`config.mk`:
```
export PLATFORM = sky130hd
export DESIGN_NAME = iambic_morse_keyer
export DESIGN_NICKNAME = d
export VERILOG_FILES = /design/src/design/imk_pkg.sv /design/src/design/imk_cfg.sv /design/src/design/imk_skid.sv /design/src/design/imk_core.sv /design/src/design/iambic_morse_keyer.sv
export SDC_FILE = /design/constraint.sdc
export NUM_CORES = 1
export LEC_CHECK = 0
export BUFFER_PORTS_ARGS = -buffer_cell sky130_fd_sc_hd__buf_2
export CAP_MARGIN = 10
export CORE_UTILIZATION = 50
export CTS_BUF_LIST = sky130_fd_sc_hd__clkbuf_4 sky130_fd_sc_hd__clkbuf_8 sky130_fd_sc_hd__clkbuf_16
export DETAILED_ROUTE_END_ITERATION = 12
export GPL_TIMING_DRIVEN = 0
export PLACE_DENSITY = 0.72
export SETUP_SLACK_MARGIN = 0.3
export SLEW_MARGIN = 25
export SYNTH_ARGS = -nofsm -noshare
export SYNTH_HDL_FRONTEND = slang
export SYNTH_SLANG_ARGS = --single-unit
export TNS_END_PERCENT = 50
```
`constraint.sdc`:
```
create_clock -name clk -period 18.5 [get_ports clk]
set_clock_uncertainty 0.2 [all_clocks]
set_input_delay 2.775 -clock clk [delete_from_list [all_inputs] [get_ports clk]]
set_output_delay 2.775 -clock clk [all_outputs]
set_load 0.01 [all_outputs]
```
`src/design/imk_pkg.sv`:
```
// shared types, register indexes and the dit length table of the iambic keyer
`default_nettype none

package imk_pkg;

  localparam int TIME_BITS_DEFAULT = 16;
  localparam int CFG_DATA_BITS     = 16;
  localparam int DIT_BITS          = 11;
  localparam int LEN_BITS          = 12;
  localparam int TIMEOUT_BITS      = 16;

  localparam logic [1:0] REG_WPM     = 2'd0;
  localparam logic [1:0] REG_MODE_B  = 2'd1;
  localparam logic [1:0] REG_TIMEOUT = 2'd2;

  localparam logic [1:0] EV_NONE    = 2'd0;
  localparam logic [1:0] EV_DOWN    = 2'd1;
  localparam logic [1:0] EV_UP      = 2'd2;
  localparam logic [1:0] EV_UP_DOWN = 2'd3;

  localparam logic [1:0] PHASE_IDLE  = 2'd0;
  localparam logic [1:0] PHASE_TONE  = 2'd1;
  localparam logic [1:0] PHASE_SPACE = 2'd2;

  localparam logic [DIT_BITS-1:0]     DIT_RESET     = 11'd48;
  localparam logic [TIMEOUT_BITS-1:0] TIMEOUT_RESET = 16'd5000;

  // 1200 / wpm, a wpm of zero reads as 25
  localparam logic [DIT_BITS-1:0] DIT_TABLE [128] = '{
    11'd48,   11'd1200, 11'd600,  11'd400,  11'd300,  11'd240,  11'd200,  11'd171,
    11'd150,  11'd133,  11'd120,  11'd109,  11'd100,  11'd92,   11'd85,   11'd80,
    11'd75,   11'd70,   11'd66,   11'd63,   11'd60,   11'd57,   11'd54,   11'd52,
    11'd50,   11'd48,   11'd46,   11'd44,   11'd42,   11'd41,   11'd40,   11'd38,
    11'd37,   11'd36,   11'd35,   11'd34,   11'd33,   11'd32,   11'd31,   11'd30,
    11'd30,   11'd29,   11'd28,   11'd27,   11'd27,   11'd26,   11'd26,   11'd25,
    11'd25,   11'd24,   11'd24,   11'd23,   11'd23,   11'd22,   11'd22,   11'd21,
    11'd21,   11'd21,   11'd20,   11'd20,   11'd20,   11'd19,   11'd19,   11'd19,
    11'd18,   11'd18,   11'd18,   11'd17,   11'd17,   11'd17,   11'd17,   11'd16,
    11'd16,   11'd16,   11'd16,   11'd16,   11'd15,   11'd15,   11'd15,   11'd15,
    11'd15,   11'd14,   11'd14,   11'd14,   11'd14,   11'd14,   11'd13,   11'd13,
    11'd13,   11'd13,   11'd13,   11'd13,   11'd13,   11'd12,   11'd12,   11'd12,
    11'd12,   11'd12,   11'd12,   11'd12,   11'd12,   11'd11,   11'd11,   11'd11,
    11'd11,   11'd11,   11'd11,   11'd11,   11'd11,   11'd11,   11'd10,   11'd10,
    11'd10,   11'd10,   11'd10,   11'd10,   11'd10,   11'd10,   11'd10,   11'd10,
    11'd10,   11'd9,    11'd9,    11'd9,    11'd9,    11'd9,    11'd9,    11'd9
  };

  typedef struct packed {
    logic dit_paddle;
    logic dah_paddle;
    logic ms_tick;
    logic abort;
  } in_item_t;

  typedef struct packed {
    logic       key_down;
    logic [1:0] key_event;
    logic [1:0] phase;
    logic       element_is_dah;
  } out_item_t;

  typedef struct packed {
    logic [DIT_BITS-1:0]     dit_len;
    logic                    mode_b;
    logic [TIMEOUT_BITS-1:0] timeout;
  } cfg_t;

endpackage

`default_nettype wire

```
`src/design/imk_cfg.sv`:
```
// configuration registers with dit length lookup on a speed write
`default_nettype none

module imk_cfg (
  input  wire logic                               clk,
  input  wire logic                               rst,
  input  wire logic                               cfg_we,
  input  wire logic [1:0]                         cfg_index,
  input  wire logic [imk_pkg::CFG_DATA_BITS-1:0]  cfg_data,
  output imk_pkg::cfg_t                           cfg
);

  always_ff @(posedge clk) begin
    if (rst) begin
      cfg.dit_len <= imk_pkg::DIT_RESET;
      cfg.mode_b  <= 1'b0;
      cfg.timeout <= imk_pkg::TIMEOUT_RESET;
    end else if (cfg_we) begin
      unique case (cfg_index)
        imk_pkg::REG_WPM:     cfg.dit_len <= imk_pkg::DIT_TABLE[cfg_data[6:0]];
        imk_pkg::REG_MODE_B:  cfg.mode_b  <= cfg_data[0];
        imk_pkg::REG_TIMEOUT: cfg.timeout <= cfg_data[imk_pkg::TIMEOUT_BITS-1:0];
        default: begin
        end
      endcase
    end
  end

endmodule

`default_nettype wire

```
`src/design/imk_skid.sv`:
```
// input register with skid entry, registered stall towards the sender
`default_nettype none

module imk_skid (
  input  wire logic               clk,
  input  wire logic               rst,
  input  wire logic               in_valid,
  output logic                    in_stall,
  input  wire imk_pkg::in_item_t  in_data,
  output logic                    item_valid,
  input  wire logic               item_ready,
  output imk_pkg::in_item_t       item_data
);

  logic              skid_valid;
  imk_pkg::in_item_t skid_data;
  logic              take_in;
  logic              load_main;

  assign in_stall  = skid_valid;
  assign take_in   = in_valid && !skid_valid;
  assign load_main = !item_valid || item_ready;

  always_ff @(posedge clk) begin
    if (rst) begin
      item_valid <= 1'b0;
      skid_valid <= 1'b0;
    end else if (load_main) begin
      item_valid <= skid_valid || take_in;
      skid_valid <= 1'b0;
    end else if (take_in) begin
      skid_valid <= 1'b1;
    end
  end

  always_ff @(posedge clk) begin
    if (load_main) begin
      item_data <= skid_valid ? skid_data : in_data;
    end else if (take_in) begin
      skid_data <= in_data;
    end
  end

endmodule

`default_nettype wire

```
`src/design/imk_core.sv`:
```
// keyer state, element selection and result register
`default_nettype none

module imk_core #(
  parameter int TIME_BITS = imk_pkg::TIME_BITS_DEFAULT
) (
  input  wire logic               clk,
  input  wire logic               rst,
  input  wire imk_pkg::cfg_t      cfg,
  input  wire logic               item_valid,
  output logic                    item_ready,
  input  wire imk_pkg::in_item_t  item_data,
  output logic                    out_valid,
  input  wire logic               out_stall,
  output imk_pkg::out_item_t      out_data
);

  localparam int CW = (TIME_BITS > imk_pkg::TIMEOUT_BITS) ? TIME_BITS : imk_pkg::TIMEOUT_BITS;
  localparam logic [TIME_BITS-1:0] TMAX = '1;

  typedef enum logic [2:0] {
    PH_IDLE  = 3'b001,
    PH_TONE  = 3'b010,
    PH_SPACE = 3'b100
  } phase_t;

  typedef enum logic [1:0] {
    SEND_NONE,
    SEND_DIT,
    SEND_DAH
  } send_t;

  typedef struct packed {
    phase_t                          phase;
    logic [TIME_BITS-1:0]            elapsed;
    logic [imk_pkg::LEN_BITS-1:0]    elem_len;
    logic                            last_was_dit;
    logic                            dit_latch;
    logic                            dah_latch;
    logic                            dit_at_tone;
    logic                            dah_at_tone;
    logic                            dit_at_space;
    logic                            dah_at_space;
  } state_t;

  state_t             st;
  state_t             st_next;
  imk_pkg::out_item_t res;
  logic               advance;

  function automatic send_t choose(input state_t s, input logic dl, input logic hl,
                                   input logic mode_b);
    send_t r;
    r = SEND_NONE;
    if (s.last_was_dit || s.phase == PH_IDLE) begin
      if (s.dah_latch || hl) r = SEND_DAH;
      else if (s.dit_latch || dl) r = SEND_DIT;
      else if (mode_b && s.dah_at_tone && !hl && !dl) r = SEND_DAH;
    end else begin
      if (s.dit_latch || dl) r = SEND_DIT;
      else if (s.dah_latch || hl) r = SEND_DAH;
      else if (mode_b && s.dit_at_tone && !dl && !hl) r = SEND_DIT;
    end
    if (s.phase == PH_IDLE && dl && hl) r = SEND_DIT;
    return r;
  endfunction

  function automatic state_t idle_of(input state_t s);
    state_t r;
    r              = s;
    r.phase        = PH_IDLE;
    r.elapsed      = '0;
    r.dit_latch    = 1'b0;
    r.dah_latch    = 1'b0;
    r.dit_at_tone  = 1'b0;
    r.dah_at_tone  = 1'b0;
    r.dit_at_space = 1'b0;
    r.dah_at_space = 1'b0;
    return r;
  endfunction

  function automatic state_t tone_of(input state_t s, input send_t snd, input logic dl,
                                     input logic hl, input logic [imk_pkg::DIT_BITS-1:0] dit);
    state_t r;
    r              = s;
    r.dit_at_tone  = dl;
    r.dah_at_tone  = hl;
    r.dit_latch    = 1'b0;
    r.dah_latch    = 1'b0;
    r.last_was_dit = (snd == SEND_DIT);
    r.phase        = PH_TONE;
    r.elapsed      = '0;
    r.elem_len     = (snd == SEND_DIT) ? {1'b0, dit}
                   : imk_pkg::LEN_BITS'({1'b0, dit, 1'b0} + {2'b00, dit});
    return r;
  endfunction

  function automatic logic [1:0] phase_code(input phase_t p);
    logic [1:0] c;
    unique case (p)
      PH_IDLE:  c = imk_pkg::PHASE_IDLE;
      PH_TONE:  c = imk_pkg::PHASE_TONE;
      PH_SPACE: c = imk_pkg::PHASE_SPACE;
      default:  c = imk_pkg::PHASE_IDLE;
    endcase
    return c;
  endfunction

  always_comb begin
    state_t s;
    logic   dl;
    logic   hl;
    logic   up;
    logic   down;
    send_t  snd;
    s    = st;
    dl   = item_data.dit_paddle;
    hl   = item_data.dah_paddle;
    up   = 1'b0;
    down = 1'b0;
    snd  = SEND_NONE;
    if (item_data.abort) begin
      if (s.phase == PH_TONE) up = 1'b1;
      s = idle_of(s);
    end else begin
      if (s.phase != PH_IDLE && CW'(s.elapsed) > CW'(cfg.timeout)) begin
        if (s.phase == PH_TONE) up = 1'b1;
        s = idle_of(s);
      end
      if (item_data.ms_tick && s.phase != PH_IDLE) begin
        if (s.elapsed != TMAX) s.elapsed = s.elapsed + TIME_BITS'(1);
        if (s.elapsed >= TIME_BITS'(s.elem_len)) begin
          if (s.phase == PH_TONE) begin
            up             = 1'b1;
            s.phase        = PH_SPACE;
            s.elapsed      = '0;
            s.dit_at_space = dl;
            s.dah_at_space = hl;
            s.elem_len     = {1'b0, cfg.dit_len};
          end else begin
            snd = choose(s, dl, hl, cfg.mode_b);
            if (snd != SEND_NONE) begin
              s    = tone_of(s, snd, dl, hl, cfg.dit_len);
              down = 1'b1;
            end else begin
              s = idle_of(s);
            end
          end
        end
      end
      if (s.phase == PH_IDLE) begin
        if (dl || hl) begin
          snd = choose(s, dl, hl, cfg.mode_b);
          if (snd != SEND_NONE) begin
            s    = tone_of(s, snd, dl, hl, cfg.dit_len);
            down = 1'b1;
          end
        end
      end else if (s.phase == PH_TONE) begin
        if (s.last_was_dit && hl && !s.dah_at_tone) s.dah_latch = 1'b1;
        if (!s.last_was_dit && dl && !s.dit_at_tone) s.dit_latch = 1'b1;
      end else begin
        if (dl && !s.dit_at_space) s.dit_latch = 1'b1;
        if (hl && !s.dah_at_space) s.dah_latch = 1'b1;
      end
    end
    st_next            = s;
    res.key_down       = (s.phase == PH_TONE);
    res.key_event      = {up, down};
    res.phase          = phase_code(s.phase);
    res.element_is_dah = !s.last_was_dit;
  end

  assign item_ready = !out_valid || !out_stall;
  assign advance    = item_valid && item_ready;

  always_ff @(posedge clk) begin
    if (rst) begin
      st.phase        <= PH_IDLE;
      st.elapsed      <= '0;
      st.elem_len     <= '0;
      st.last_was_dit <= 1'b0;
      st.dit_latch    <= 1'b0;
      st.dah_latch    <= 1'b0;
      st.dit_at_tone  <= 1'b0;
      st.dah_at_tone  <= 1'b0;
      st.dit_at_space <= 1'b0;
      st.dah_at_space <= 1'b0;
      out_valid       <= 1'b0;
    end else if (advance) begin
      st        <= st_next;
      out_valid <= 1'b1;
    end else if (!out_stall) begin
      out_valid <= 1'b0;
    end
  end

  always_ff @(posedge clk) begin
    if (!rst && advance) begin
      out_data <= res;
    end
  end

  a_idle_clean: assert property (@(posedge clk) disable iff (rst)
    st.phase == PH_IDLE |-> (st.elapsed == '0 && !st.dit_latch && !st.dah_latch
                             && !st.dit_at_tone && !st.dah_at_tone))
    else $error("idle phase with live timing or latches");

  a_abort_idle: assert property (@(posedge clk) disable iff (rst)
    advance && item_data.abort |=> st.phase == PH_IDLE)
    else $error("abort did not return to idle");

  a_result_phase: assert property (@(posedge clk) disable iff (rst)
    $past(advance && !rst) |-> out_data.phase == phase_code(st.phase))
    else $error("result phase disagrees with keyer state");

  a_down_keyed: assert property (@(posedge clk) disable iff (rst)
    out_valid && out_data.key_event[0] |-> out_data.key_down)
    else $error("key down transaction without key level");

endmodule

`default_nettype wire

```
`src/design/iambic_morse_keyer.sv`:
```
// top level of the iambic morse keyer
`default_nettype none

// Iambic keyer (modes A and B): one input transaction per cycle while neither side stalls,
// each producing exactly one result transaction through the input and result registers.
// The input side has a registered stall (skid entry), and the result register separates the
// output side, so the sustained rate of one transaction per clock is set by the combinational
// element decision between them. Registers: 0 words per minute (dit length looked up from a
// 128-entry table at write time), 1 mode B, 2 safety timeout in ticks; write only while idle.
module iambic_morse_keyer #(
  parameter int TIME_BITS = imk_pkg::TIME_BITS_DEFAULT
) (
  input  wire logic                              clk,
  input  wire logic                              rst,
  input  wire logic                              in_valid,
  output logic                                   in_stall,
  input  wire imk_pkg::in_item_t                 in_data,
  output logic                                   out_valid,
  input  wire logic                              out_stall,
  output imk_pkg::out_item_t                     out_data,
  input  wire logic                              cfg_we,
  input  wire logic [1:0]                        cfg_index,
  input  wire logic [imk_pkg::CFG_DATA_BITS-1:0] cfg_data
);

  imk_pkg::cfg_t     cfg;
  logic              item_valid;
  logic              item_ready;
  imk_pkg::in_item_t item_data;

  imk_cfg u_cfg (
    .clk       (clk),
    .rst       (rst),
    .cfg_we    (cfg_we),
    .cfg_index (cfg_index),
    .cfg_data  (cfg_data),
    .cfg       (cfg)
  );

  imk_skid u_skid (
    .clk        (clk),
    .rst        (rst),
    .in_valid   (in_valid),
    .in_stall   (in_stall),
    .in_data    (in_data),
    .item_valid (item_valid),
    .item_ready (item_ready),
    .item_data  (item_data)
  );

  imk_core #(
    .TIME_BITS (TIME_BITS)
  ) u_core (
    .clk        (clk),
    .rst        (rst),
    .cfg        (cfg),
    .item_valid (item_valid),
    .item_ready (item_ready),
    .item_data  (item_data),
    .out_valid  (out_valid),
    .out_stall  (out_stall),
    .out_data   (out_data)
  );

endmodule

`default_nettype wire
```
==> impl_metrics.yaml, run 1 <==
timing:
  drv_slew: 0
  grt_setup_unrepaired: "false"
  fmaxAchievable_mhz: 126
  worst_pin_slew_ns: 0.814
  holdWs_ns: 0.257
  period_needed_ns: 7.95
  setup-violations-final: 0
  fin_crit_sh: 0.430
  finalHoldViolations: 0
  fin_setup_tns_ns: 0
  relSlewSlack: 0.455
  worst_slack_ns: 10.55
detailed_routing:
  route.met2.wl_mm: 8.63
  ant_nets: 0
  drt-initial-drc-count: 820
  routedWlPerCell_um: 19.1
  wl_met3_mm: 1.84
  dr.pass1.iters: 6
  wl_met1_mm: 8.58
  top_layer_used: "met4"
  avgViaCountPerCell: 6.32
  wirelength_mm: 19.5
  drc_errors: 0
  vias: 6467
finish:
  seqCellArea_um2: 1770
  final_common_cell: "nand2_1"
  multi_input_area_um2: 4210
  antennaDiodeCount: 0
  finalNetCount: 928
  drive_gt1_frac: 0.108
  nFillCells: 1184
  syn_to_final_growth_pct: 10.1
  layout_common_cells: "nand2_1 (99), dfxtp_1 (69), nor2_1 (66), a21oi_1 (66), ha_1 (49)"
  final_area_um2: 7030
synth:
  synth-edff-count: 13
  syn_inst: 810
  syn-num-nets: 887
  synth_ff_type: "dfxtp_1"
  syn_area_um2: 6380
  yosysWarnings: 0
  netlist-cell-type-count: 89
  yosysSeqAreaShare: 0.278
  ys_async_sr_fraction: 0
  syn-mean-instance-area_um2: 7.88
  yosys_register_bits: 82
clock_network:
  cts_buffer_depth: 2
  clk_pin_slew_ns: 0.06
  ctsHoldBuffers: 0
  root_buffer: "clkbuf_16"
  cts_resized: 0
  cts.sinks: 82
  cts_setup_buffers: 0
  cts-buffers-inserted: 9
  cts_tree: "yes"
  clock_latency_ns: 0.35
  ctsHtreeMaxLevel: 3
worst_setup_path:
  end_kind: "flop"
  cp_max_fo: 10
  crit_slowest_cell: "o31ai_2"
  start_kind: "flop"
  arrival_ns: 8.01
  crit_required_ns: 18.56
  critPathKind: "reg2reg"
  cp_common_cell: "nor2_1"
  slowest_delay_ns: 0.64
floorplanning:
  fp.coreArea_um2: 12200
  die_w_um: 115
  dieHeight_um: 115
  num_rows: 40
  io_pins: 35
  die-area_um2: 13200
  initial_core_util: 0.523
flow_run:
  maxCapViolCount: 0
place:
  globalplace.congestion: 0.966
  place_ws_ns: 10.75
  placed_cell_area_um2: 6740
  io_buffers: 30
  hpwl_mm: 14.8
global_route:
  track_usage: 0.310
  antenna_found_initial: 0
  grt_pass1_wl_mm: 31.5
  grt_max_degree: 14
  grt-ovfl-total: 0
  first_global_vias: 6139
power:
  p_leak_nw: 2.72
  cellPowerDensity_nw_per_um2: 64.5
  ir_worst_vdd_uv: 50.0
  p_total_uw: 453
min_path:
  hold_class: "reg2reg"
status:
  outcome: "finished clean"
## power breakdown
| group | total [mW] | internal (mW) | leakage, nW | switching, mW |
|---|---|---|---|---|
| clock | 0.179 | 0.106 | 0.146 | 0.0726 |
| sequential | 0.190 | 0.186 | 0.686 | 0.00369 |
| combinational | 0.0849 | 0.0294 | 1.89 | 0.0555 |
## worst max-delay path: cells and delay by family, from the launching register on
kind / cells / cell delay, ns
xor+xnor: 1 / 0.14
fa+ha+maj: 3 / 0.85
buf+inv: 4 / 1.04
simple gates: 11 / 2.44
flops: 1 / 0.52
compound gates: 10 / 2.65
## kinds of logic (layout without fill, tap and decap cells)
kind of cell             after synthesis  count (layout)  synth area share
AND/OR/NAND/NOR                      282             282             0.218
AO/OA/AOI/OAI                        266             266             0.286
buffers and inverters                 97             142            0.0633
flip-flops                            82              82             0.278
adder cells (fa/ha/maj)               50              50            0.0992
XOR/XNOR                              17              17            0.0233
multiplexers                          16              16            0.0321
## metrics by stage
step | std cells | util
5_1_grt | 1023 | 0.576
6_report | 1023 | 0.576
2_1_floorplan | 810 | -
4_1_cts | 1023 | 0.576
3_5_place_dp | 1008 | 0.552
3_3_place_gp | 1008 | 0.552
## layer usage
layer,track usage,up-vias
met1,0.431,3018
li1,-,3077
met3,0.0569,34
met5,0,-
met4,0.136,0
met2,0.468,338
## worst paths after layout
check / start / end / slack [ns] / depth (start not counted)
worst min-delay path: u_cfg.cfg[13]$_SDFFE_PP0P_ / u_cfg.cfg[13]$_SDFFE_PP0P_ / 0.26 / 2
worst min register to register: u_cfg.cfg[13]$_SDFFE_PP0P_ / u_cfg.cfg[13]$_SDFFE_PP0P_ / 0.26 / 2
worst max-delay path: u_core.st[26]$_SDFFE_PP0P_ / u_core.st[26]$_SDFFE_PP0P_ / 10.55 / 29
worst max register to register: u_core.st[26]$_SDFFE_PP0P_ / u_core.st[26]$_SDFFE_PP0P_ / 10.55 / 29
## registers in the layout, indices dropped and copies added, names as in the netlist
name and count:
u_skid.skid_data 4, u_skid.in_stall 1, u_cfg.cfg 28, u_core.st 38
u_core.out_valid 1, u_skid.item_valid 1, u_skid.item_data 4, u_core.out_data 5
## synth_stat cells (7+ instances only)
library cell  count  area share
nand2_1          99       0.058
dfxtp_1          69        0.22
a21oi_1          66       0.052
nor2_1           66       0.039
ha_1             49       0.096
inv_1            48       0.028
o21ai_0          44       0.035
clkbuf_1         33       0.019
a211oi_1         18       0.021
nand3_1          18       0.014
nand4_1          15       0.015
nor3_1           15       0.012
o211ai_1         14       0.016
a21o_1           13       0.015
a31oi_1          13       0.013
edfxtp_1         13       0.061
and2_1           12       0.012
xnor2_1           9       0.012
nand2b_1          8      0.0078
or3_1             8      0.0078
xor2_1            8       0.011
a221oi_1          7      0.0096
a22o_1            7      0.0096
mux2i_1           7       0.011
## final cells by class
| cell class | instances | share of cell area |
|---|---|---|
| plain buffers | 47 | 0.0308 |
| well taps | 168 | 0.0299 |
| clock inverters | 4 | 0.00641 |
| repair buffers | 30 | 0.0214 |
| inverters | 50 | 0.0267 |
| clock buffers | 11 | 0.0342 |
| multi-input cells | 631 | 0.599 |
| flip-flops and latches | 82 | 0.252 |
(Power assumes the default switching activity.)
==> inputs of run 2 (changes only) <==
--- a/config.mk
+++ b/config.mk
@@ -11,7 +11,7 @@
 export CTS_BUF_LIST = sky130_fd_sc_hd__clkbuf_4 sky130_fd_sc_hd__clkbuf_8 sky130_fd_sc_hd__clkbuf_16
 export DETAILED_ROUTE_END_ITERATION = 12
 export GPL_TIMING_DRIVEN = 0
-export PLACE_DENSITY = 0.72
+export PLACE_DENSITY = 0.75
 export SETUP_SLACK_MARGIN = 0.3
 export SLEW_MARGIN = 25
 export SYNTH_ARGS = -nofsm -noshare
==> constraint.sdc (replaced) <==
create_clock -name clk -period 7 [get_ports clk]
set_clock_uncertainty 0.2 [all_clocks]
set_input_delay 1.05 -clock clk [delete_from_list [all_inputs] [get_ports clk]]
set_output_delay 1.05 -clock clk [all_outputs]
set_load 0.01 [all_outputs]
==> run 2 against run 1 <==
Worst hold slack got worse by 0.0011 ns. Setup slack got worse by 10 ns. Sequential power increased to 2.6 times the previous value. Register-to-register slack got worse by 10 ns. Design area increased by 5.4%. Global-route usage decreased by 2.2 points. Core utilization increased by 3.1 points. First-iteration DRC count increased by 5.4%. Flip-flop and latch count unchanged. Combinational power increased to 2.8 times the previous value. Critical path type unchanged. Critical endpoint is now u_core.st[14]$_SDFFE_PP0P_. Largest cell class unchanged.
==> impl_metrics.yaml, run 2 (synthesized netlist as in run 1, its figures left out) <==
status:
  outcome: "finished clean"
timing:
  drv_slew: 0
  finalHoldViolations: 0
  worst_slack_ns: 0.455
  relSlewSlack: 0.508
  period_needed_ns: 6.54
  fmaxAchievable_mhz: 153
  fin_crit_sh: 0.935
  holdWs_ns: 0.256
  worst_pin_slew_ns: 0.736
  setup-violations-final: 0
  fin_setup_tns_ns: 0
  grt_setup_unrepaired: "true"
clock_network:
  clock_latency_ns: 0.35
  cts_buffer_depth: 2
  cts.sinks: 82
  ctsHtreeMaxLevel: 3
  ctsHoldBuffers: 0
  clk_pin_slew_ns: 0.07
  cts-buffers-inserted: 9
  root_buffer: "clkbuf_16"
  cts_tree: "yes"
floorplanning:
  die-area_um2: 13200
  initial_core_util: 0.523
  num_rows: 40
  dieHeight_um: 115
  die_w_um: 115
  io_pins: 35
  fp.coreArea_um2: 12200
finish:
  final_common_cell: "nand2_1"
  final_area_um2: 7410
  finalNetCount: 947
  drive_gt1_frac: 0.161
  largest_register: "u_core.st"
  layout_common_cells: "nand2_1 (97), a21oi_1 (64), dfxtp_1 (63), nor2_1 (62), inv_1 (48)"
  largest_reg_flops: 38
  antennaDiodeCount: 0
  final_core_util: 0.607
  top_regs: "u_core.st: 38 flops, u_cfg.cfg: 28 flops, u_core.out_data: 5 flops"
  syn_to_final_growth_pct: 16.1
  finalNonFillerCells: 1043
  nFillCells: 1117
worst_setup_path:
  arrival_ns: 6.58
  end_kind: "flop"
  critPathKind: "reg2reg"
  start_kind: "flop"
  crit_required_ns: 7.04
  crit_slowest_cell: "or4_4"
  cp_max_fo: 10
  r2r_setup_slack_ns: 0.46
  slowest_delay_ns: 0.55
global_route:
  first_global_vias: 5748
  met3_usage: 0.0701
  track_usage: 0.288
  grt_max_degree: 15
  grt.busiest_layer: "met2"
  antenna_found_initial: 0
  grt_pass1_wl_mm: 29.5
  grt-ovfl-total: 0
  met1_usage: 0.381
  globalRouteMet2Util: 0.446
detailed_routing:
  drc_errors: 0
  avgViaCountPerCell: 6.29
  ant_nets: 0
  routedWlPerCell_um: 18.0
  dr.pass1.iters: 5
  drt-initial-drc-count: 864
  wirelength_mm: 18.8
  vias: 6557
place:
  globalplace.congestion: 0.976
  hpwl_mm: 13.6
  placed_cell_area_um2: 6740
  io_buffers: 30
  dp_cells: 1008
  place_ws_ns: -0.841
power:
  p_leak_nw: 2.89
  ir_worst_vdd_uv: 169
  cellPowerDensity_nw_per_um2: 170
  p_total_mw: 1.26
min_path:
  hold_class: "reg2reg"
flow_run:
  maxCapViolCount: 0
## run 2: cell types whose count changed in the layout (fill, tap and decap cells not counted), sizes merged
cell | previous run | this run
buf | 44 | 63
clkbuf | 44 | 45
inv | 48 | 49
clkinv | 5 | 4
## run 2: layout make-up
class | instances | area [µm²] | area share
plain buffers | 47 | 240 | 0.0324
clock buffers | 12 | 272 | 0.0366
clock inverters | 4 | 56.3 | 0.00760
inverters | 50 | 188 | 0.0253
multi-input cells | 631 | 4370 | 0.590
flip-flops and latches | 82 | 1780 | 0.240
well taps | 168 | 210 | 0.0284
repair buffers | 49 | 293 | 0.0395
## run 2: layer usage
metal	wire length (µm)	share of wire	vias to the layer above
li1	-	-	3115
met1	8000	0.43	2999
met2	8200	0.44	382
met3	1890	0.10	61
met4	714	0.038	0
met5	0	0	-
## run 2: final timing paths
check                                           startpoint                    endpoint  cells past startpoint
worst max-delay path            u_core.st[23]$_SDFFE_PP0P_  u_core.st[14]$_SDFFE_PP0P_                     29
worst min-delay path            u_cfg.cfg[13]$_SDFFE_PP0P_  u_cfg.cfg[13]$_SDFFE_PP0P_                      2
worst max register to register  u_core.st[23]$_SDFFE_PP0P_  u_core.st[14]$_SDFFE_PP0P_                     29
worst min register to register  u_cfg.cfg[13]$_SDFFE_PP0P_  u_cfg.cfg[13]$_SDFFE_PP0P_                      2
## run 2: worst max-delay path: cells and delay by family (launching register included)
family                   cells  cell delay (ns)
flip-flops                   1             0.42
AO/OA/AOI/OAI                9             2.08
adder cells (fa/ha/maj)      3             0.75
AND/OR/NAND/NOR             13             2.39
XOR/XNOR                     1             0.13
buffers and inverters        3             0.44
## run 2: report_power, final
group          total (mW)  switching, mW  internal [mW]
Sequential          0.501        0.00993          0.491
Combinational       0.235          0.148         0.0870
Clock               0.521          0.207          0.314
## run 2: repair_timing
item,CTS,global route
gates resized for setup,27,21
hold endpoints to repair,0,0
setup endpoints to repair,40,34
buffers inserted,8,11
cloned,0,0
pin swaps,6,15
